==> src/rrgn_pkg.sv <==
// Package: shared constants and codes of the running RMS gain normalizer.
`timescale 1ns / 1ps
`default_nettype none
package rrgn_pkg;
  localparam int unsigned MaxFrame   = 1024;
  localparam int unsigned FrameAw    = $clog2(MaxFrame);
  localparam int unsigned RamAw      = FrameAw + 1;
  localparam int unsigned SampleBits = 16;
  localparam int unsigned CountW     = 11;
  localparam int unsigned SumW       = 40;
  localparam int unsigned DvdW       = 56;
  localparam int unsigned DvsW       = 28;
  localparam int unsigned RootW      = 28;
  localparam int unsigned LevelW     = 28;
  localparam int unsigned GainW      = 16;

  localparam logic [LevelW-1:0] RmsFloor  = 28'd8;
  localparam logic [11:0]       AlphaQ16  = 12'd3277;
  localparam logic [15:0]       BetaQ16   = 16'd62259;
  localparam logic [GainW-1:0]  GainUnity = 16'd2048;
  localparam logic [GainW-1:0]  GainMin   = 16'd205;
  localparam logic [GainW-1:0]  GainMax   = 16'd40960;
  localparam logic [10:0]       FrameLengthReset = 11'd800;
  localparam logic [14:0]       TargetLevelReset = 15'd1835;

  typedef enum logic [1:0] {
    CFG_FRAME_LENGTH = 2'd0,
    CFG_TARGET_LEVEL = 2'd1
  } cfg_index_e;
endpackage
`default_nettype wire

==> src/rrgn_isqrt.sv <==
// Serial integer square root, one root bit per cycle.
`timescale 1ns / 1ps
`default_nettype none
module rrgn_isqrt
  import rrgn_pkg::*;
(
  input  wire logic             clk_i,
  input  wire logic             rst_ni,
  input  wire logic             start_i,
  input  wire logic [DvdW-1:0]  radicand_i,
  output logic                  done_o,
  output logic      [RootW-1:0] root_o
);
  localparam int unsigned CntW = $clog2(RootW);
  localparam int unsigned RemW = RootW + 2;

  logic             busy_q;
  logic [CntW-1:0]  cnt_q;
  logic [DvdW-1:0]  rad_q;
  logic [RemW-1:0]  rem_q;
  logic [RootW-1:0] root_q;
  logic [RemW-1:0]  rem_sh;
  logic [RemW-1:0]  trial;
  logic             fits;

  assign rem_sh = {rem_q[RemW-3:0], rad_q[DvdW-1:DvdW-2]};
  assign trial  = {root_q, 2'b01};
  assign fits   = rem_sh >= trial;
  assign root_o = root_q;

  // control
  always_ff @(posedge clk_i or negedge rst_ni) begin
    if (!rst_ni) begin
      busy_q <= 1'b0;
      cnt_q  <= '0;
      done_o <= 1'b0;
    end else begin
      done_o <= !start_i && busy_q && (cnt_q == CntW'(RootW - 1));
      if (start_i) begin
        busy_q <= 1'b1;
        cnt_q  <= '0;
      end else if (busy_q) begin
        cnt_q <= cnt_q + 1'b1;
        if (cnt_q == CntW'(RootW - 1)) begin
          busy_q <= 1'b0;
        end
      end
    end
  end

  // datapath: bring down two bits, try the next root bit
  always_ff @(posedge clk_i) begin
    if (start_i) begin
      rad_q  <= radicand_i;
      rem_q  <= '0;
      root_q <= '0;
    end else if (busy_q) begin
      rad_q  <= {rad_q[DvdW-3:0], 2'b00};
      rem_q  <= fits ? rem_sh - trial : rem_sh;
      root_q <= {root_q[RootW-2:0], fits};
    end
  end
endmodule
`default_nettype wire

==> config.mk <==
export PLATFORM = sky130hd
export DESIGN_NAME = rrgn_isqrt
export DESIGN_NICKNAME = d
export VERILOG_FILES = /design/src/rrgn_pkg.sv /design/src/rrgn_isqrt.sv
export SDC_FILE = /design/constraint.sdc
export NUM_CORES = 1
export LEC_CHECK = 0
export BUFFER_PORTS_ARGS = -buffer_cell sky130_fd_sc_hd__buf_2
export CAP_MARGIN = 20
export CORE_ASPECT_RATIO = 1.5
export CORE_MARGIN = 4
export CORE_UTILIZATION = 45
export DETAILED_ROUTE_END_ITERATION = 7
export GPL_TIMING_DRIVEN = 1
export PLACE_DENSITY = 0.76
export SLEW_MARGIN = 10
export SYNTH_ARGS = -nofsm -noshare
export SYNTH_HDL_FRONTEND = slang
export SYNTH_SLANG_ARGS = --single-unit
==> constraint.sdc <==
create_clock -name clk_i -period 6.9 [get_ports clk_i]
set_input_delay 1.035 -clock clk_i [delete_from_list [all_inputs] [get_ports clk_i]]
set_output_delay 1.035 -clock clk_i [all_outputs]
set_load 0.01 [all_outputs]
==> reports/qor.yml <==
core_area_sq_mm: 0.0141
numPortBuffers: 87
fin_hold_ws_ns: 0.448
tns_ns: 0
synth_top_family_by_area: "multiplexers"
diodes: 0
timing.final.crit_share_pct: 45.1
synth_cells: 611
worst_ep_arrival_time_ns: 3.43
cts-root-buf: "clkbuf_16"
synthDistinctLibCells: 55
period_needed_ns: 3.11
cts-resized-gates: 0
sw_frac_of_total_pct: 35.3
p_per_area_mw_per_mm2: 420
netlist.area_leader.share_pct: 25.8
p_sw_mw: 1.13
worstSkewPairLatency_ns: 0.41
antenna_found_initial: 0
cpPeakStageDelay_ns: 0.51
reg2reg_depth: 11
grt_max_degree: 76
grt_pass1_vias: 4874
clock.fmax_mhz: 322
die_h_um: 155
grt.overflow.total: 0
slew_violations: 0
synth-main-ff-cell: "edfxtp_1"
rows: 53
postRouteAntennaNets: 0
crit_required_ns: 7.22
p_total_mw: 3.21
chipWidth_um: 106
ctsHoldBuffers: 0
cap_violations: 0
worstSetupPathType: "flip-flop to flip-flop"
slew_headroom_pct: 46.1
dp_hpwl_um: 9610
synth_area_sq_mm: 0.00651
gr-max-usage-layer: "met2"
crit_top_cell: "and3_4"
leakage_nw: 3.42
hold_viol: 0
fin_nets: 776
clockPowerShare_pct: 28.0
fin_area_sq_mm: 0.00765
grt_pass1_wl_um: 22900
cts_buffers: 17
synth_edf_count: 56
final_common_cell: "buf_2"
path_clk_slew_ns: 0.06
status: "finished, final reports clean"
ys_seq_elements: 119
synth_largest_area_cell: "edfxtp_1"
drt_wl_total_um: 13600
setup_viol: 0
vdd_drop_max_uv: 198
synth-simple-area-share_pct: 9.79
fin_ws_ns: 3.79
cts_tree: "done"
min_path_type: "primary input to async pin"
cts.sinks: 119
cp_cell_sequence: "inv_1, ha_1, and3_4, and3_4, nand2_2, or4_1, nand4b_1, a31o_1, buf_4, mux2_1, o22ai_1"
start_util_pct: 46.1
synthArstFlopShare_pct: 5.88
syn_nets: 701
io_pins: 88
synth_xor_area_share_pct: 3.76
cp-start-kind: "flip-flop"
placed_area_sq_mm: 0.00705
synth_warnings: 0
h-tree-depth: 4
endpoint_kind: "flip-flop"
routabilityCongestion: 0.889
dp_slack_ns: 3.81
met1_usage_pct: 18.8
synth.mux.area_fraction_pct: 17.8
synth-compound-area-share_pct: 12.0
cts_buffer_depth: 2
drc_errors: 0
worst_pin_slew_ns: 0.808
grt_util_met3_pct: 5.11
dr.pass1.iters: 4
p_seq_share_pct: 28.1
rsz0062_at_grt: "false"
n_fill_cell: 1236
track_usage_pct: 16.8
dr.first_iter.drc_count: 242
critPathMaxFanout: 27
dieArea_sq_mm: 0.0165
combPwrFrac_pct: 43.9
via_count: 4802
grt_use_met2_pct: 30.2
layout_common_cells: "86 x buf_2, 67 x nor2_1, 56 x edfxtp_1, 56 x dfxtp_1"
intPower_mw: 2.08
synthToLayoutAreaGrowth_pct: 17.4
synthAdderAreaFrac_pct: 5.95
seq_area_frac_synth_pct: 45.7
cp_slowest_cell: "or4_1"
routedWlPerCell_um: 15.3
skew_ns: 0.0128
drive_above_1_share_pct: 26.3
post_cts_buffers: 0
ys_top_cells_by_area: "edfxtp_1 26%, dfxtp_1 17%, mux2_2 9.3%"
avgSynthCellArea_sq_um: 10.7
via_per_inst: 5.39
[metrics by stage]
| step | util (%) | std cells |
|---|---|---|
| after detailed placement | 49.9 | 859 |
| after global routing | 54.2 | 891 |
| after global placement | 49.9 | 859 |
| final | 54.2 | 891 |
| after CTS | 54.2 | 891 |
| after floorplan | - | 611 |
[power by group through the flow]
stage                     Combinational (mW)  Clock (mW)  Sequential [mW]
after floorplan                         1.20           0            0.898
after global placement                  1.36           0            0.913
after detailed placement                1.39           0            0.916
after CTS                               1.41       0.912            0.903
after global routing                    1.55       0.950            0.912
final                                   1.41       0.899            0.902
[critical path, delay by kind of cell, from the launching register on]
kind            cells  cell delay (ns)
simple gates        5             1.16
buf+inv             2             0.44
fa+ha+maj           1             0.41
mux                 1             0.38
flops               1             0.36
compound gates      2             0.27
[flip-flops by register name, indices dropped and copies added (netlist names)]
name,cells
rad_q,56
rem_q,28
root_o,28
cnt_q,5
busy_q,1
done_o,1
[synth_stat cells (all sizes together), types with 7 or more instances]
cell type   n
dfxtp      56
xnor2      20
edfxtp     56
nor2       67
a21oi      29
buf        10
inv        39
ha         31
clkbuf     25
xor2        8
a211oi     29
a21o       10
o21ai      16
mux2       55
mux2i      54
dfrtp       7
nand2      14
[per-layer routing]
layer / part of all wire (%) / vias up
li1: - / 2367
met1: 39 / 2299
met2: 53 / 117
met3: 5.8 / 19
met4: 1.9 / 0
met5: 0 / -
[cell type report]
cell class / count / area (sq um) / area share [%]
well taps: 192 / 240 / 3.14
multi-input cells: 418 / 3210 / 42.0
repair buffers: 91 / 468 / 6.12
clock buffers: 17 / 425 / 5.56
inverters: 39 / 146 / 1.91
flip-flops and latches: 119 / 2980 / 39.0
clock inverters: 15 / 176 / 2.31
[path summary, 6_finish.rpt]
path                            start         to  slack (ns)
max                        root_o[18]   rem_q[1]        3.79
max reg2reg                root_o[18]   rem_q[1]        3.79
min in group clk_i          rem_q[26]  rem_q[26]        0.49
min                            rst_ni   cnt_q[0]        0.45
min reg2reg                 rem_q[26]  rem_q[26]        0.49
max in group asynchronous      rst_ni     busy_q        6.28
[kinds of logic (layout without fill, tap and decap cells)]
kind of cell	Yosys count	in the layout
AND/OR/NAND/NOR	132	132
XOR/XNOR	28	28
multiplexers	109	109
AO/OA/AOI/OAI	118	118
buffers and inverters	74	162
adder cells (fa/ha/maj)	31	31
flip-flops	119	119
No activity file was read; power rests on OpenSTA's default activity.
