**src/rrgn_pkg.sv**
```systemverilog
// Package: shared constants and codes of the running RMS gain normalizer.
`timescale 1ns / 1ps
`default_nettype none
package rrgn_pkg;
  localparam int unsigned MaxFrame   = 1024;
  localparam int unsigned FrameAw    = $clog2(MaxFrame);
  localparam int unsigned RamAw      = FrameAw + 1;
  localparam int unsigned SampleBits = 16;
  localparam int unsigned CountW     = 11;
  localparam int unsigned SumW       = 40;
  localparam int unsigned DvdW       = 56;
  localparam int unsigned DvsW       = 28;
  localparam int unsigned RootW      = 28;
  localparam int unsigned LevelW     = 28;
  localparam int unsigned GainW      = 16;

  localparam logic [LevelW-1:0] RmsFloor  = 28'd8;
  localparam logic [11:0]       AlphaQ16  = 12'd3277;
  localparam logic [15:0]       BetaQ16   = 16'd62259;
  localparam logic [GainW-1:0]  GainUnity = 16'd2048;
  localparam logic [GainW-1:0]  GainMin   = 16'd205;
  localparam logic [GainW-1:0]  GainMax   = 16'd40960;
  localparam logic [10:0]       FrameLengthReset = 11'd800;
  localparam logic [14:0]       TargetLevelReset = 15'd1835;

  typedef enum logic [1:0] {
    CFG_FRAME_LENGTH = 2'd0,
    CFG_TARGET_LEVEL = 2'd1
  } cfg_index_e;
endpackage
`default_nettype wire

```
**src/rrgn_divider.sv**
```systemverilog
// Serial restoring divider, one quotient bit per cycle.
`timescale 1ns / 1ps
`default_nettype none
module rrgn_divider
  import rrgn_pkg::*;
(
  input  wire logic            clk_i,
  input  wire logic            rst_ni,
  input  wire logic            start_i,
  input  wire logic [DvdW-1:0] dividend_i,
  input  wire logic [DvsW-1:0] divisor_i,
  output logic                 done_o,
  output logic      [DvdW-1:0] quotient_o
);
  localparam int unsigned CntW = $clog2(DvdW);

  logic            busy_q;
  logic [CntW-1:0] cnt_q;
  logic [DvdW-1:0] dvd_q;
  logic [DvsW-1:0] dvs_q;
  logic [DvsW:0]   rem_q;
  logic [DvsW:0]   rem_sh;
  logic            fits;

  assign rem_sh     = {rem_q[DvsW-1:0], dvd_q[DvdW-1]};
  assign fits       = rem_sh >= {1'b0, dvs_q};
  assign quotient_o = dvd_q;

  // control
  always_ff @(posedge clk_i or negedge rst_ni) begin
    if (!rst_ni) begin
      busy_q <= 1'b0;
      cnt_q  <= '0;
      done_o <= 1'b0;
    end else begin
      done_o <= !start_i && busy_q && (cnt_q == CntW'(DvdW - 1));
      if (start_i) begin
        busy_q <= 1'b1;
        cnt_q  <= '0;
      end else if (busy_q) begin
        cnt_q <= cnt_q + 1'b1;
        if (cnt_q == CntW'(DvdW - 1)) begin
          busy_q <= 1'b0;
        end
      end
    end
  end

  // datapath: shift in one dividend bit, subtract when it fits
  always_ff @(posedge clk_i) begin
    if (start_i) begin
      dvd_q <= dividend_i;
      dvs_q <= divisor_i;
      rem_q <= '0;
    end else if (busy_q) begin
      rem_q <= fits ? rem_sh - {1'b0, dvs_q} : rem_sh;
      dvd_q <= {dvd_q[DvdW-2:0], fits};
    end
  end
endmodule
`default_nettype wire

```
**config.mk**
```make
export PLATFORM = sky130hd
export DESIGN_NAME = rrgn_divider
export DESIGN_NICKNAME = d
export VERILOG_FILES = /design/src/rrgn_pkg.sv /design/src/rrgn_divider.sv
export SDC_FILE = /design/constraint.sdc
export NUM_CORES = 1
export LEC_CHECK = 0
export ABC_AREA = 1
export ABC_CLOCK_PERIOD_IN_PS = 6600
export BUFFER_PORTS_ARGS = -buffer_cell sky130_fd_sc_hd__buf_2
export CORE_MARGIN = 5
export CORE_UTILIZATION = 60
export CTS_CLUSTER_SIZE = 24
export DETAILED_ROUTE_END_ITERATION = 6
export HOLD_SLACK_MARGIN = 0.12
export PLACE_DENSITY_LB_ADDON = 0.12
export SLEW_MARGIN = 40
export SYNTH_ARGS = -nofsm -noshare
export SYNTH_HDL_FRONTEND = slang
export SYNTH_SLANG_ARGS = --single-unit
```
**constraint.sdc**
```tcl
create_clock -name clk_i -period 6.6 [get_ports clk_i]
set_input_delay 0.66 -clock clk_i [delete_from_list [all_inputs] [get_ports clk_i]]
set_output_delay 0.66 -clock clk_i [all_outputs]
set_load 0.02 [all_outputs]
```
==> summary by stage <==
Timing
The clock arrives with 6.498 ps of skew. Setup repair after global routing left no endpoint under its margin. The count of endpoints failing setup in the final report is 0. The worst path uses 40.35% of the clock period. The setup TNS is 0 ps.

The transition time at the pin with the least slew margin is 796.1 ps. The worst slew slack as a fraction of its limit is 46.87%. The upper clock frequency limit is 0.3755 GHz. The clock period could shrink to 2663 ps. The final max-slew violation count is 0. The final-report hold violation count was 0. Across all hold checks on the routed design, the worst slack comes to 415.2 ps.

Synth
The commonest register cell after synthesis is edfxtp_1. The number of enable-type register cells in the synthesized netlist is 84. The number of storage elements in the synthesis netlist is 120. During synthesis, Yosys emitted a total of 0 warnings.

The number of nets handed over by synthesis was 1062. Of all cell types, the one taking the most synthesized area is edfxtp_1. Of all flip-flops after synthesis, the portion carrying an async set or reset was 6.667%. The gate count of the mapped netlist is 945. The share of the synthesized area in the top cell type is 35.64%. After synthesis, flip-flops and latches occupy 46.39% of the total area. Counting distinct cell types in the post-synthesis netlist gives 36.

The synthesized area is 7077 um^2. The mean area per synthesized cell is 7.489 um^2. Yosys attributes the largest share of cell area to edfxtp_1 (36%), nand2_1 (22%), dfxtp_1 (7.9%).

Finish
The antenna diode count is 0. Once layout is done, the placed cells without fillers occupy 8513 um^2. The share of post-route cells with drive strength above 1 is 20.11%. The area overhead of the layout relative to synthesis is 20.30%. The final design utilization is 74.24%. The net total in the final layout is 1208. After filler insertion, the fill cell instance count of the layout stands at 914.

Power
Net switching is 39.30% of the power. In this run the power density over the cells is 402.9 nW/um^2. Across the VDD grid, the largest voltage drop is 0.2376 mV. The leakage power is 0.004528 uW. For this design the total switching power over the nets is 1348 uW. Per report_power, the combinational group accounts for 40.8% of the total. The clock network accounts for 28.6% of the total power. The total power is 3430 uW. The total internal power is 2082 uW. Of the total power, registers draw 30.6%.

Critical path
In this run the worst path has a maximum fanout of 50. At the worst endpoint, the arrival time is 3010 ps. For the worst setup path, the data required time is 6940 ps. The class of the most critical setup path is register to register.

The startpoint kind of the worst setup timing path is a register. STA classifies the critical path endpoint as a register.

Place
During placement, the flow inserted port buffers numbering 143. After detailed placement, the total cell area comes to 7878 um^2. The placer's final routability congestion estimate is 0.9377.

The HPWL after detailed placement is 12420 um.

Floorplan
Row generation in the floorplan step produced 39 rows. The die outline height is 118.6 um. The core footprint is 11470 um^2. The die is 118.6 um wide. The overall die area is 14070 um^2.

Pin placement for this block handled 144 I/O pins. The starting density of the core is 61.71%.

Drt
The first detailed-routing pass took 5 iterations. The number of remaining DRC errors is 0. The routed wirelength normalized by instance count is 13.65 um. In the routed layout, each cell is associated on average with a via count of 5.107. Summing over every cut layer, the via total after detailed routing is 6368. The routed design has 17020 um of wire.

The count of nets left with antenna violations once routing finished came out at 0. In this run, the number of DRC markers left after iteration 0 of detailed routing was 391.

Global routing
The wire length of the first global-routing pass is 28550 um. The number of global-route vias before repair is 6245. For this run the aggregate overflow at the end of global routing stands at 0. The initial antenna violation count came to 0. The total global-route track usage is 24.61%.

Entering global routing, the biggest net connects 67 pins.

Clocking
The H-tree generated during clock tree synthesis spans 4 levels. CTS placed an instance of clkbuf_16 at the clock tree root. After clock tree synthesis, the clock-pin slew on the worst setup and hold paths is 60 ps. The clock tree buffer depth is 2. The tree built by TritonCTS fans out to 120 sinks. At the later pin of the worst-skew pair, clock insertion delay measures 420 ps.

Counting the buffers created by CTS gives 17. TritonCTS built the clock tree. Post-CTS timing repair inserted 0 buffers for setup.

Min path
The tightest min-delay check is of the primary input to register type.

Run
The tool flagged a number of max-cap violations equal to 0.

Outcome
The run finished with clean final reports.
per-stage QoR:
| step | setup WS (ps) | cells |
|---|---|---|
| 3_3_place_gp | 3108 | 1214 |
| 3_5_place_dp | 3059 | 1214 |
| 6_report | 3937 | 1247 |
| 2_1_floorplan | 4233 | 945 |
| 4_1_cts | 3504 | 1247 |
| 5_1_grt | 3697 | 1247 |
kinds of logic (layout without fill, tap and decap cells):
group	count (synthesis)	after routing	synth area share (%)
and+or+nand+nor	578	578	33.98
xor gates and xnor gates	12	12	1.485
buffers and inverters	153	312	8.787
AOI/OAI and AO/OA	52	52	3.943
adders and majority gates	30	30	5.410
DFF	120	120	46.39
power groups by stage:
stage	sequential (uW)	clock, uW	combinational (uW)
CTS	1050	989	1400
floorplan	1080	0	1100
global placement	1060	0	1360
global route	1070	1030	1600
finish	1050	981	1400
detailed placement	1060	0	1390
state kept, by name, summed over array words and instances, names as in the netlist:
signal	flops
rem_q	28
busy_q	1
quotient_o	56
cnt_q	6
done_o	1
dvs_q	28
cells in the mapped netlist (3+ instances only):
cell      instances
nor2_2           27
nand4_1          10
nand3_1          56
ha_1             29
nor3_1            4
o21ai_0           6
nor2_1           53
inv_1           130
nand2_1         411
a21oi_1          25
xnor2_1           8
and2_1            3
buf_6             4
clkbuf_1         15
dfxtp_1          28
edfxtp_1         84
nand2_2           5
xor2_1            4
o21ai_1          15
dfrtp_1           8
critical path: stages, from the launching register on:
cell and delay [ps]:
edfxtp_1 330, inv_1 40, ha_1 370, nand2_2 130
inv_1 40, a21oi_1 260, nand2_1 150, a21oi_2 190
nand3_4 530, nand2_1 250, nand2_1 100, o21ai_1 180
cells in the final DEF, fill, tap and decap left out, types with 3 or more instances in the layout:
cell type     n
clkbuf_16    17
ha_1         29
buf_2       143
xnor2_1       8
nor2_2       28
edfxtp_1     84
and2_1        3
bufinv_16     4
inv_1       129
clkinvlp_4    3
nor2_1       52
xor2_1        4
o21ai_1      15
nand2_1     411
inv_2         3
dfxtp_1      28
nand2_2       5
dfrtp_1       8
inv_6         3
o21ai_0       6
buf_4         4
nand3_1      56
nor3_1        4
nand4_1      10
a21oi_1      25
final timing paths:
kind                                     from        end  slack [ps]  depth (start not counted)
worst min register to register       rem_q[6]   rem_q[6]         470                          2
max in group asynchronous              rst_ni     done_o        5820                          2
worst min-delay path            divisor_i[26]  dvs_q[26]         420                          1
worst max register to register      dvs_q[19]  rem_q[16]        3940                         11
min in group asynchronous              rst_ni   cnt_q[0]         620                          2
worst max-delay path                dvs_q[19]  rem_q[16]        3940                         11
final cells by class:
class                      instances  area (um^2)  share of cell area [%]
tap                              143        178.9                   2.102
sequential                       120         3283                   38.57
clock inverter                    15        200.2                   2.352
timing repair buffer             148        755.7                   8.877
multi-input combinational        672         3174                   37.29
inverter                         132        495.5                   5.820
clock buffer                      17        425.4                   4.997
metal layers:
layer | up-vias | wire (um) | GRT usage, %
li1 | 3256 | - | -
met1 | 2881 | 7218 | 29.53
met2 | 201 | 8288 | 42.55
met3 | 30 | 1183 | 7.116
met4 | 0 | 330 | 7.938
met5 | - | 0 | 0
what timing repair did:
action	4_1_cts	5_1_grt
endpoints found under the hold margin	8	0
hold buffers	1	0
setup endpoints to repair	0	0
gates resized for setup	0	0
Note: power is estimated with default switching activity, not from simulation.
